$ cat src/mab_pkg.sv
// Shared types, constants and codes for the multi-arena bump allocator.
package mab_pkg;

    // Default geometry of the pool.
    localparam int NUM_ARENAS_DEF = 8;
    localparam int ARENA_SIZE_DEF = 4096;

    // Fixed field widths of the transactions.
    localparam int SIZE_W = 13;
    localparam int LG_W   = 4;
    localparam int ADDR_W = 15;
    localparam int LIVE_W = 13;

    // Packed stream widths.
    localparam int S_TDATA_W = 32;
    localparam int S_TUSER_W = 1;
    localparam int M_TDATA_W = 16;
    localparam int M_TUSER_W = 2;

    // An arena whose live count has reached this value takes no more objects.
    localparam logic [LIVE_W-1:0] LIVE_MAX = 13'h1FFF;

    // Request kinds carried in the slave-side tuser.
    localparam logic MODE_ALLOC = 1'b0;
    localparam logic MODE_FREE  = 1'b1;

    typedef enum logic [1:0] {
        ST_OK       = 2'd0,
        ST_NO_SPACE = 2'd1,
        ST_BAD_FREE = 2'd2
    } status_t;

    typedef struct packed {
        logic [ADDR_W-1:0] block_address;
        status_t           status;
    } res_t;

    typedef enum logic [2:0] {
        S_IDLE,
        S_SCAN,
        S_FREE_RD,
        S_FREE_CHK,
        S_PUSH
    } seq_state_t;

endpackage

$ cat src/mab_arena_ram.sv
// Per-arena state memory: one write port and one registered read port.
module mab_arena_ram
#(
    parameter int DEPTH = 8,
    parameter int AW    = 3,
    parameter int DW    = 26
)
(
    input  logic          clk,
    input  logic [AW-1:0] rd_addr,
    output logic [DW-1:0] rd_data,
    input  logic          wr_en,
    input  logic [AW-1:0] wr_addr,
    input  logic [DW-1:0] wr_data
);

    logic [DW-1:0] mem [DEPTH];
    logic [DW-1:0] rd_data_reg;

    always_ff @(posedge clk)
    begin
        if (wr_en)
        begin
            mem[wr_addr] <= wr_data;
        end
    end

    always_ff @(posedge clk)
    begin
        rd_data_reg <= mem[rd_addr];
    end

    assign rd_data = rd_data_reg;

endmodule

$ cat src/mab_seq.sv
// Sequencer: first-fit scan, arena opening and free handling over the arena memory.
module mab_seq
    import mab_pkg::*;
#(
    parameter int NUM_ARENAS = NUM_ARENAS_DEF,
    parameter int ARENA_SIZE = ARENA_SIZE_DEF,
    parameter int AW         = (NUM_ARENAS > 1) ? $clog2(NUM_ARENAS) : 1,
    parameter int FW         = $clog2(ARENA_SIZE + 1)
)
(
    input  logic                 clk,
    input  logic                 rst_n,
    input  logic                 in_valid,
    output logic                 in_ready,
    input  logic                 in_mode,
    input  logic [SIZE_W-1:0]    in_size,
    input  logic [LG_W-1:0]      in_lg,
    input  logic [ADDR_W-1:0]    in_faddr,
    output logic                 res_valid,
    input  logic                 res_ready,
    output res_t                 res,
    output logic [AW-1:0]        mem_rd_addr,
    input  logic [FW+LIVE_W-1:0] mem_rd_data,
    output logic                 mem_wr_en,
    output logic [AW-1:0]        mem_wr_addr,
    output logic [FW+LIVE_W-1:0] mem_wr_data
);

    localparam int CW = $clog2(NUM_ARENAS + 1);
    localparam int SW = ((FW > ADDR_W) ? FW : ADDR_W) + 2;
    // Arena index of a free address by reciprocal multiplication, exact for 15-bit addresses.
    localparam int DL = $clog2(ARENA_SIZE);
    localparam int SH = ADDR_W + DL;
    localparam int MW = 17;
    localparam logic [63:0] RECIP =
        ((64'd1 << SH) + 64'(ARENA_SIZE) - 64'd1) / 64'(ARENA_SIZE);
    localparam int PW = ADDR_W + MW;

    seq_state_t          state_reg, state_next;
    logic [CW-1:0]       opened_reg, opened_next;
    logic [AW-1:0]       k_reg, k_next;
    logic [ADDR_W-1:0]   base_reg, base_next;
    logic [ADDR_W-1:0]   q_reg, q_next;
    logic [SIZE_W-1:0]   size_reg, size_next;
    logic [LG_W-1:0]     lg_reg, lg_next;
    res_t                res_reg, res_next;

    logic [FW-1:0]       fill_d;
    logic [LIVE_W-1:0]   live_d;
    logic [SW-1:0]       fill_ext, mask, pad, start, need;
    logic                fits, last_arena, q_in_range, too_big;
    logic [PW-1:0]       quot_prod;
    logic [FW-1:0]       wr_fill;
    logic [LIVE_W-1:0]   wr_live;

    assign fill_d = mem_rd_data[FW+LIVE_W-1:LIVE_W];
    assign live_d = mem_rd_data[LIVE_W-1:0];

    // Pad the fill level up to the alignment and check the fit.
    assign fill_ext = SW'(fill_d);
    assign mask     = (SW'(1) << lg_reg) - SW'(1);
    assign pad      = (~fill_ext + SW'(1)) & mask;
    assign start    = fill_ext + pad;
    assign need     = start + SW'(size_reg);
    assign fits     = (live_d != LIVE_MAX) && (need <= SW'(ARENA_SIZE));

    assign last_arena = (CW'(k_reg) + CW'(1)) == opened_reg;
    assign too_big    = SW'(in_size) > SW'(ARENA_SIZE);
    assign quot_prod  = PW'(in_faddr) * PW'(RECIP[MW-1:0]);
    assign q_in_range = q_reg < ADDR_W'(opened_reg);

    assign mem_wr_data = {wr_fill, wr_live};
    assign res         = res_reg;

    always_ff @(posedge clk or negedge rst_n)
    begin
        if (!rst_n)
        begin
            state_reg  <= S_IDLE;
            opened_reg <= '0;
            res_reg    <= '{block_address: '0, status: ST_OK};
        end
        else
        begin
            state_reg  <= state_next;
            opened_reg <= opened_next;
            res_reg    <= res_next;
        end
    end

    always_ff @(posedge clk)
    begin
        k_reg    <= k_next;
        base_reg <= base_next;
        q_reg    <= q_next;
        size_reg <= size_next;
        lg_reg   <= lg_next;
    end

    always_comb
    begin
        state_next  = state_reg;
        opened_next = opened_reg;
        k_next      = k_reg;
        base_next   = base_reg;
        q_next      = q_reg;
        size_next   = size_reg;
        lg_next     = lg_reg;
        res_next    = res_reg;
        in_ready    = 1'b0;
        res_valid   = 1'b0;
        mem_rd_addr = '0;
        mem_wr_en   = 1'b0;
        mem_wr_addr = k_reg;
        wr_fill     = '0;
        wr_live     = '0;

        unique case (state_reg)
            S_IDLE:
            begin
                in_ready = 1'b1;
                if (in_valid)
                begin
                    if (in_mode == MODE_FREE)
                    begin
                        q_next     = ADDR_W'(quot_prod >> SH);
                        state_next = S_FREE_RD;
                    end
                    else
                    begin
                        size_next = in_size;
                        lg_next   = in_lg;
                        base_next = '0;
                        k_next    = '0;
                        if (too_big)
                        begin
                            res_next   = '{block_address: '0, status: ST_NO_SPACE};
                            state_next = S_PUSH;
                        end
                        else if (opened_reg == '0)
                        begin
                            // Nothing open yet: open the first arena straight away.
                            mem_wr_en   = 1'b1;
                            mem_wr_addr = '0;
                            wr_fill     = FW'(in_size);
                            wr_live     = LIVE_W'(1);
                            opened_next = CW'(1);
                            res_next    = '{block_address: '0, status: ST_OK};
                            state_next  = S_PUSH;
                        end
                        else
                        begin
                            mem_rd_addr = '0;
                            state_next  = S_SCAN;
                        end
                    end
                end
            end

            S_SCAN:
            begin
                // Data for arena k is here; fetch arena k+1 in case it is needed.
                mem_rd_addr = k_reg + AW'(1);
                if (fits)
                begin
                    mem_wr_en   = 1'b1;
                    mem_wr_addr = k_reg;
                    wr_fill     = FW'(need);
                    wr_live     = live_d + LIVE_W'(1);
                    res_next    = '{block_address: base_reg + ADDR_W'(start), status: ST_OK};
                    state_next  = S_PUSH;
                end
                else if (last_arena)
                begin
                    if (opened_reg < CW'(NUM_ARENAS))
                    begin
                        mem_wr_en   = 1'b1;
                        mem_wr_addr = opened_reg[AW-1:0];
                        wr_fill     = FW'(size_reg);
                        wr_live     = LIVE_W'(1);
                        opened_next = opened_reg + CW'(1);
                        res_next    = '{block_address: base_reg + ADDR_W'(ARENA_SIZE),
                                        status: ST_OK};
                    end
                    else
                    begin
                        res_next = '{block_address: '0, status: ST_NO_SPACE};
                    end
                    state_next = S_PUSH;
                end
                else
                begin
                    k_next    = k_reg + AW'(1);
                    base_next = base_reg + ADDR_W'(ARENA_SIZE);
                end
            end

            S_FREE_RD:
            begin
                mem_rd_addr = q_reg[AW-1:0];
                state_next  = S_FREE_CHK;
            end

            S_FREE_CHK:
            begin
                if (!q_in_range || (live_d == '0))
                begin
                    res_next = '{block_address: '0, status: ST_BAD_FREE};
                end
                else
                begin
                    mem_wr_en   = 1'b1;
                    mem_wr_addr = q_reg[AW-1:0];
                    wr_live     = live_d - LIVE_W'(1);
                    wr_fill     = (live_d == LIVE_W'(1)) ? '0 : fill_d;
                    res_next    = '{block_address: '0, status: ST_OK};
                end
                state_next = S_PUSH;
            end

            S_PUSH:
            begin
                res_valid = 1'b1;
                if (res_ready)
                begin
                    state_next = S_IDLE;
                end
            end

            default:
            begin
                state_next = S_IDLE;
            end
        endcase
    end

`ifndef ASSERT_OFF
    a_opened_bound: assert property (@(posedge clk) disable iff (!rst_n)
        opened_reg <= CW'(NUM_ARENAS))
        else $error("more arenas opened than exist");

    a_opened_step: assert property (@(posedge clk) disable iff (!rst_n)
        !$stable(opened_reg) |-> opened_reg == $past(opened_reg) + CW'(1))
        else $error("opened arena count moved by other than one");

    a_write_state: assert property (@(posedge clk) disable iff (!rst_n)
        mem_wr_en |-> (state_reg == S_IDLE || state_reg == S_SCAN ||
                       state_reg == S_FREE_CHK))
        else $error("arena memory written outside an update step");

    a_bad_free_zero: assert property (@(posedge clk) disable iff (!rst_n)
        (res_valid && res_reg.status == ST_BAD_FREE) |-> res_reg.block_address == '0)
        else $error("rejected free carries a non-zero address");
`endif

endmodule

$ cat src/multi_arena_bump_allocator.sv
// Top level of the multi-arena bump allocator: stream ports, output register and sequencer.
//
//   Channel  Direction  Carries
//   s_*      in         one request per transaction: tuser = mode, tdata = size, alignment, address
//   m_*      out        one result per request: tdata = block address, tuser = status
//
// An allocate goes straight to its result when no arena is open or the request is too large, and
// otherwise scans the opened arenas first-fit, reading one arena entry per cycle from the arena
// memory. A free reads the arena entry, checks and updates it, then presents its result.
// Reset clears the opened-arena count and the sequencer; arena entries are always written when
// an arena is opened, so the memory needs no clearing pass and the block is ready at once.
// A finished result sits in the output register while the next request is worked on; only a
// second result finding that register still full holds the sequencer back.
module multi_arena_bump_allocator
    import mab_pkg::*;
#(
    parameter int NUM_ARENAS = NUM_ARENAS_DEF,
    parameter int ARENA_SIZE = ARENA_SIZE_DEF
)
(
    input  logic                 clk,
    input  logic                 rst_n,
    input  logic                 s_tvalid,
    output logic                 s_tready,
    // Bits from lowest: req_size[12:0], align_log2[16:13], free_address[31:17].
    input  logic [S_TDATA_W-1:0] s_tdata,
    // Bit 0: mode (0 allocate, 1 free).
    input  logic [S_TUSER_W-1:0] s_tuser,
    output logic                 m_tvalid,
    input  logic                 m_tready,
    // Bits from lowest: block_address[14:0], then one zero bit.
    output logic [M_TDATA_W-1:0] m_tdata,
    // Bits from lowest: status[1:0] (0 ok, 1 no space, 2 bad free).
    output logic [M_TUSER_W-1:0] m_tuser
);

    localparam int AW = (NUM_ARENAS > 1) ? $clog2(NUM_ARENAS) : 1;
    localparam int FW = $clog2(ARENA_SIZE + 1);
    localparam int DW = FW + LIVE_W;

    logic          res_valid, res_ready;
    res_t          res;
    logic [AW-1:0] rd_addr, wr_addr;
    logic [DW-1:0] rd_data, wr_data;
    logic          wr_en;

    logic          m_tvalid_reg, m_tvalid_next;
    res_t          out_reg, out_next;

    // Each arena's entry holds its fill level above its live object count.
    mab_arena_ram #(
        .DEPTH (NUM_ARENAS),
        .AW    (AW),
        .DW    (DW)
    ) u_ram (
        .clk     (clk),
        .rd_addr (rd_addr),
        .rd_data (rd_data),
        .wr_en   (wr_en),
        .wr_addr (wr_addr),
        .wr_data (wr_data)
    );

    // The sequencer finishes each request, writes back its entry, then waits for the output slot,
    // so a new request never reads an entry that is still being written.
    mab_seq #(
        .NUM_ARENAS (NUM_ARENAS),
        .ARENA_SIZE (ARENA_SIZE),
        .AW         (AW),
        .FW         (FW)
    ) u_seq (
        .clk         (clk),
        .rst_n       (rst_n),
        .in_valid    (s_tvalid),
        .in_ready    (s_tready),
        .in_mode     (s_tuser[0]),
        .in_size     (s_tdata[SIZE_W-1:0]),
        .in_lg       (s_tdata[SIZE_W+LG_W-1:SIZE_W]),
        .in_faddr    (s_tdata[SIZE_W+LG_W+ADDR_W-1:SIZE_W+LG_W]),
        .res_valid   (res_valid),
        .res_ready   (res_ready),
        .res         (res),
        .mem_rd_addr (rd_addr),
        .mem_rd_data (rd_data),
        .mem_wr_en   (wr_en),
        .mem_wr_addr (wr_addr),
        .mem_wr_data (wr_data)
    );

    // Output register: takes a result whenever it is empty or being emptied this cycle.
    assign res_ready = !m_tvalid_reg || m_tready;

    always_comb
    begin
        m_tvalid_next = m_tvalid_reg;
        out_next      = out_reg;
        if (m_tvalid_reg && m_tready)
        begin
            m_tvalid_next = 1'b0;
        end
        if (res_valid && res_ready)
        begin
            m_tvalid_next = 1'b1;
            out_next      = res;
        end
    end

    always_ff @(posedge clk or negedge rst_n)
    begin
        if (!rst_n)
        begin
            m_tvalid_reg <= 1'b0;
        end
        else
        begin
            m_tvalid_reg <= m_tvalid_next;
        end
    end

    always_ff @(posedge clk)
    begin
        out_reg <= out_next;
    end

    assign m_tvalid = m_tvalid_reg;
    assign m_tdata  = M_TDATA_W'(out_reg.block_address);
    assign m_tuser  = out_reg.status;

endmodule
$ cat config.mk
export PLATFORM = sky130hd
export DESIGN_NAME = multi_arena_bump_allocator
export DESIGN_NICKNAME = d
export VERILOG_FILES = /design/src/mab_pkg.sv /design/src/mab_arena_ram.sv /design/src/mab_seq.sv /design/src/multi_arena_bump_allocator.sv
export SDC_FILE = /design/constraint.sdc
export NUM_CORES = 1
export LEC_CHECK = 0
export BUFFER_PORTS_ARGS = -buffer_cell sky130_fd_sc_hd__buf_2
export CORE_AREA = 2 2 213 235
export CTS_CLUSTER_DIAMETER = 100
export DETAILED_ROUTE_END_ITERATION = 8
export DIE_AREA = 0 0 215 237
export GPL_ROUTABILITY_DRIVEN = 0
export PLACE_DENSITY = 0.55
export SYNTH_ARGS = -nofsm -noshare
export SYNTH_HDL_FRONTEND = slang
export SYNTH_HIERARCHICAL = 1
export SYNTH_SLANG_ARGS = --single-unit
$ cat constraint.sdc
create_clock -name clk -period 7.7 [get_ports clk]
set_clock_uncertainty 0.05 [all_clocks]
set_input_delay 1.155 -clock clk [delete_from_list [all_inputs] [get_ports clk]]
set_output_delay 1.155 -clock clk [all_outputs]
set_load 0.005 [all_outputs]
======== Word-level counts from Yosys, hierarchy flattened ========
Memories as Yosys holds them, arrays and structs flattened. A register that Yosys moved wholly into a read port is not among the register bits.
Cells that the tools add are included.
storage, ports and cells
  bits in registers ....................... 80
  RAM bits ................................ 208
  bits of input ports ..................... 37
  output and inout bits ................... 20
  logic and storage cells ................. 148
  memories ................................ 1
memories
  memory     depth  width  rd ports  clocked after Yosys merged registers in  write ports  line                 source
  u_ram.mem  8      26     1         1                                        1            mab_arena_ram.sv:17  logic [DW-1:0] mem [DEPTH];
cells by class
  $add $sub $neg .......................... 11
  order comparisons ....................... 4
  equality and inequality tests ........... 18
  shift-type cells ........................ 1
  multiplexer cells ....................... 79
  bitwise operators ....................... 3
  reductions and logical operators ........ 19
operator list
  kind                                                               number
  2-to-1 mux 13 bit                                                  15
  2-to-1 mux 17 bit                                                  7
  case mux 13 bit (3 select lines)                                   2
  2-to-1 mux 15 bit                                                  4
  2-to-1 mux 3 bit                                                   19
  case mux 17 bit (3 select lines)                                   1
  case mux 15 bit (2 select lines)                                   1
  2-to-1 mux 4 bit                                                   7
  adder 13 x 17 -> 17 bit                                            1
  adder 17 x 1 -> 17 bit (second input constant)                     1
  adder 17 x 13 -> 17 bit                                            1
  bitwise AND 17 bit                                                 1
  less-or-equal comparator 17 x 13 -> 1 bit (second input constant)  1
  NOT 13 -> 17 bit                                                   1
  left shift 1 x 4 -> 17 bit (first input constant)                  1
  subtractor 17 x 2 -> 17 bit (second input constant)                1
  2-to-1 mux 1 bit                                                   16
  adder 15 x 13 -> 15 bit (second input constant)                    1
  adder 15 bit                                                       1
  case mux 3 bit (5 select lines)                                    1
  adder 13 x 1 -> 13 bit (second input constant)                     1
  == test 13 x 1 -> 1 bit (second input constant)                    1
  > comparator 13 bit (second input constant)                        1
  logical NOT 13 bit                                                 1
  30 further kinds                                                   48

======== Longest topological paths before layout ========
  depth in word-level cells ............... 11
  depth in mapped cells ................... 32
  mapped depth without buffers ............ 27

======== Cells and area by module ========
The synthesis kept the hierarchy.
by module, submodules not included
  module                      instances  cells each  area an instance (µm²)  seq. area each (µm²)
  mab_arena_ram               1          340         8563.2                  6766.5
  mab_seq                     1          648         5276.3                  1381.3
  multi_arena_bump_allocator  1          23          575.6                   535.5

======== Worst setup path after synthesis ========
Ideal clock, no wire load.
  path kind ............................... register -> register
  start point ............................. reg u_seq.lg_reg[3]
  end point ............................... mem u_ram.mem[0][0] (enable)
  setup time .............................. 0.442 ns
  data arrival time ....................... 7.244 ns
  required time ........................... 7.208 ns
  path slack .............................. -0.035 ns
  cell stages (with the launch flop) ...... 29
  path buffers ............................ 2
  period minus slack after synthesis ...... 7.735 ns
  path through ............................ edfxtp_1 -> buf_2 -> or4_4 -> ha_1 -> nand2_1 -> o21ai_0 -> ha_1 -> nor2_1 -> o221ai_1 -> a2111oi_2 -> nor4_2 -> o21ai_0 -> nand2_1 -> xnor2_1 -> ha_1 -> and3_1 -> o21a_1 -> o21ai_0 -> a21oi_1 -> a211oi_1 -> xor2_1 -> o21a_1 -> o21ai_4 -> nor2_4 -> buf_4 -> o311ai_1 -> nand2_1 -> nand2b_1 -> nor3_1
between the ends
  elaborated cells on any way between the ends .. 13
  those cells by class .................... add/sub: 3; order compare: 1; shift: 1; mux: 6; bitwise: 1; reduce/logical: 1
RTL lines
  item                                       line                              source
  from (decl)                                mab_seq.sv:45                     logic [LG_W-1:0] lg_reg, lg_next;
  from (signal assigned)                     mab_seq.sv:97                     lg_reg <= lg_next;
  left shift 1 x 4 -> 17 bit                 mab_seq.sv:61                     assign mask = (SW'(1) << lg_reg) - SW'(1);
  subtractor 17 x 2 -> 17 bit                mab_seq.sv:61
  bitwise AND 17 bit                         mab_seq.sv:62                     assign pad = (~fill_ext + SW'(1)) & mask;
  adder 13 x 17 -> 17 bit                    mab_seq.sv:63                     assign start = fill_ext + pad;
  adder 17 x 13 -> 17 bit                    mab_seq.sv:64                     assign need = start + SW'(size_reg);
  less-or-equal comparator 17 x 13 -> 1 bit  mab_seq.sv:65                     assign fits = (live_d != LIVE_MAX) && (need <= SW'(ARENA_SIZE));
  logical AND 1 bit                          mab_seq.sv:65
  2-to-1 mux 3 bit                           mab_seq.sv:164                    if (fits)
  case mux 3 bit (3 select lines)            mab_seq.sv:118                    unique case (state_reg)
  named net wr_addr[2]                       multi_arena_bump_allocator.sv:43  logic [AW-1:0] rd_addr, wr_addr;
  to (decl)                                  mab_arena_ram.sv:17
The timed path passes the listed nets, and every way through them passes these cells.

======== Worst setup path after layout ========
  start point ............................. reg u_seq.lg_reg[3]
  end point ............................... mem u_ram.mem[1][12] (enable)
The elaborated chain is that of the path after synthesis.

==> metrics.md <==
| Metric | Value |
|---|---|
| Seq/Total Area, Yosys | `60.2%` |
| DRC Markers | `0` |
| Max VDD drop | `0.000144 V` |
| Pin count of the biggest net entering global routing | `53` |
| Post-DRT Antenna Nets | `0` |
| Lkg Pwr | `5.82 nW` |
| Slew HR | `31.1%` |
| Vias in the first global route | `8750` |
| Setup WS pre-CTS | `0.377 ns` |
| Crit Path Class | `reg2reg` |
| Achievable clock frequency | `140 MHz` |
| Diodes inserted | `0` |
| Final HPWL DP | `21.3 mm` |
| Die ar. | `51000 sq um` |
| Global-route wire length before repair | `50.5 mm` |
| Gr usage total | `12.6%` |
| Outcome | `finished clean` |
| Synth Area per Inst | `14.3 sq um` |
| Period utilisation layout | `92.9%` |
| CTS Buffer Depth | `3` |
| GR Overflow Total | `0` |
| Hold Fails Final Rpt | `0` |
| Crit start category | `flop` |
| Synthesized instance count | `1011` |
| Worst reg2reg path depth | `26` |
| Clk sinks | `302` |
| Drt pass-1 iters | `7` |
| Die height | `237 um` |
| WL final | `32.4 mm` |
| Critical Path Slowest Stage Cell | `or4_4` |
| Worst-Margin Slew | `1.03 ns` |
| Synth warn | `6` |
| Total negative setup slack | `0 ns` |
| Mapped Area | `14400 sq um` |
| Die width | `215 um` |
| Hold Startpoint | `u_seq/res[2]` |
| CP startpoint | `u_seq/lg_reg[3]` |
| Number of cell rows | `85` |
| Worst endpoint required time | `7.90 ns` |
| Post-synthesis register bit count | `302` |
| Pins Over Slew Limit | `0` |
| TritonCTS clock tree | `done` |
| Clk Latency, worst-skew pair | `0.57 ns` |
| Clock transition at the registers of the reported paths | `0.06 ns` |
| CTS Buf Count | `31` |
| Ys flop type | `edfxtp_1` |
| Net Count, Synth | `1079` |
| Fillers | `4767` |
| 1st-iter DRT viols | `689` |
| Worst Slack Setup Final | `0.545 ns` |
| # Max-Cap Violations | `0` |
| FF-to-FF setup slack | `0.54 ns` |
| Synth-to-Final Area Change | `15.2%` |
| Io pins | `57` |
| Worst reg2reg startpoint | `u_seq/lg_reg[3]` |
| Initial core utilization | `29.6%` |
| EDFF count, synth | `251` |
| Pwr dens | `401 nW/um^2` |
| Crit Reg-Reg Endpoint | `u_ram/mem[1][12]` |
| Critical Path Max Stage Delay | `0.62 ns` |
| Critical path peak fanout | `26` |
| Worst EP arrival | `7.35 ns` |
| Setup violations, final | `0` |
| Critical Path End | `u_ram/mem[1][12]` |
| Most Frequent Cell on Critical Path | `o21ai_0` |
| Final nets | `1139` |
| Largest register FFs | `208` |
| Root Driver | `clkbuf_16` |
| Worst hold path class | `reg2reg` |
| Time the worst path needs with I/O delays and setup | `7.16 ns` |
| H-tree depth | `1` |
| Setup crit end kind | `flop` |
| RSZ-0062 raised after global routing | `false` |
| Post-synth cell types | `95` |
| Core area | `48700 sq um` |
| Layout cells sized above 1 | `18.3%` |
| FFs w/ async S/R, synth | `8.28%` |
| PortBufs | `43` |
| Initial antenna violation count | `0` |
| Avg WL per Cell | `18.5 um` |
| DR vias/cell | `4.98` |
| DR vias | `8701` |
-- layout by cell type, fill, tap and decap left out, types with 15 or more instances in the layout --
cell type / synthesis / routed
a22o_1: 15 / 15
buf_2: 9 / 43
inv_1: 36 / 36
a21oi_1: 38 / 37
dfrtp_1: 25 / 25
mux2_2: 28 / 28
o21ai_0: 30 / 30
ha_1: 29 / 29
xnor2_1: 23 / 23
nor2_1: 67 / 60
edfxtp_1: 251 / 251
buf_4: 6 / 23
nand2_1: 74 / 74
clkbuf_16: 0 / 31
mux4_1: 46 / 46
dfxtp_1: 26 / 26
nand3_1: 15 / 15
-- worst min-delay path by stage --
stage / end / slack (ns) / depth (start not counted)
after floorplan: m_tuser[0] / 0.37 / 0
after global placement: m_tuser[1] / 0.39 / 0
after detailed placement: m_tdata[3] / 0.39 / 0
after CTS: m_tdata[10] / 0.41 / 0
after global routing: m_tdata[10] / 0.42 / 0
final: m_tdata[0] / 0.41 / 0
-- final cells by class --
cell class / instances / area (sq um) / area share (%)
Inverter: 36 / 135 / 0.814
Clock buffer: 41 / 863 / 5.20
Sequential cell: 302 / 8680 / 52.3
Clock inverter: 17 / 143 / 0.859
Multi-Input combinational cell: 626 / 5410 / 32.6
Timing Repair Buffer: 74 / 548 / 3.30
Tap cell: 652 / 816 / 4.91
-- report_power, final --
group	internal [mW]	leakage [nW]	total, mW	switching, mW
combinational	1.15	2.45	2.73	1.58
clock	0.828	0.485	1.46	0.627
sequential	2.21	2.89	2.47	0.255
-- critical path, delay by kind of cell, from the launching register on --
family	cells	cell delay, ns
AND/OR/NAND/NOR	10	2.42
AO/OA/AOI/OAI	10	2.06
adder cells (fa/ha/maj)	2	0.71
flip-flops	1	0.54
buffers and inverters	2	0.48
XOR/XNOR	1	0.33
multiplexers	1	0.23
-- cell families after synthesis --
group	after synthesis	share of synthesized area (%)
AOI/OAI and AO/OA	210	10.5
xor gates and xnor gates	33	2.06
adders and majority gates	31	2.79
buffers and inverters	83	2.81
DFF	302	60.2
muxes	93	12.4
other	1	0.0260
and+or+nand+nor	258	9.16
-- cells in the mapped netlist (17+ instances only) --
| library cell | n | area, sq um |
|---|---|---|
| a21oi_1 | 38 | 190 |
| clkbuf_1 | 22 | 82.6 |
| dfrtp_1 | 25 | 626 |
| dfxtp_1 | 26 | 521 |
| edfxtp_1 | 251 | 7540 |
| ha_1 | 29 | 363 |
| inv_1 | 36 | 135 |
| mux2_2 | 28 | 315 |
| mux4_1 | 46 | 1210 |
| nand2_1 | 74 | 278 |
| nor2_1 | 67 | 251 |
| nor3_1 | 17 | 85.1 |
| o21ai_0 | 30 | 150 |
| xnor2_1 | 23 | 201 |
-- per-stage QoR --
stage	total power, mW	instance area (sq um)	utilization [%]	instances	hold WS (ns)
2_1_floorplan	4.48	14400	-	1011	0.369
3_3_place_gp	5.19	15600	31.9	1687	0.388
3_5_place_dp	5.22	15600	31.9	1687	0.394
4_1_cts	6.71	16600	34.0	1745	0.414
5_1_grt	7.09	16600	34.1	1748	0.421
6_report	6.65	16600	34.1	1748	0.405
-- repair_timing --
item	4_1_cts	5_1_grt
buffers inserted	0	3
gates resized for setup	0	4
setup endpoints to repair	0	272
hold buffers	0	0
-- layer usage --
layer / GRT usage, % / part of all wire [%] / vias up
li1: - / - / 4116
met1: 16.0 / 44 / 4374
met2: 22.5 / 50 / 172
met3: 1.50 / 3.8 / 39
met4: 3.78 / 2.0 / 0
met5: 0 / 0 / -
No activity file was read; power rests on OpenSTA's default activity.
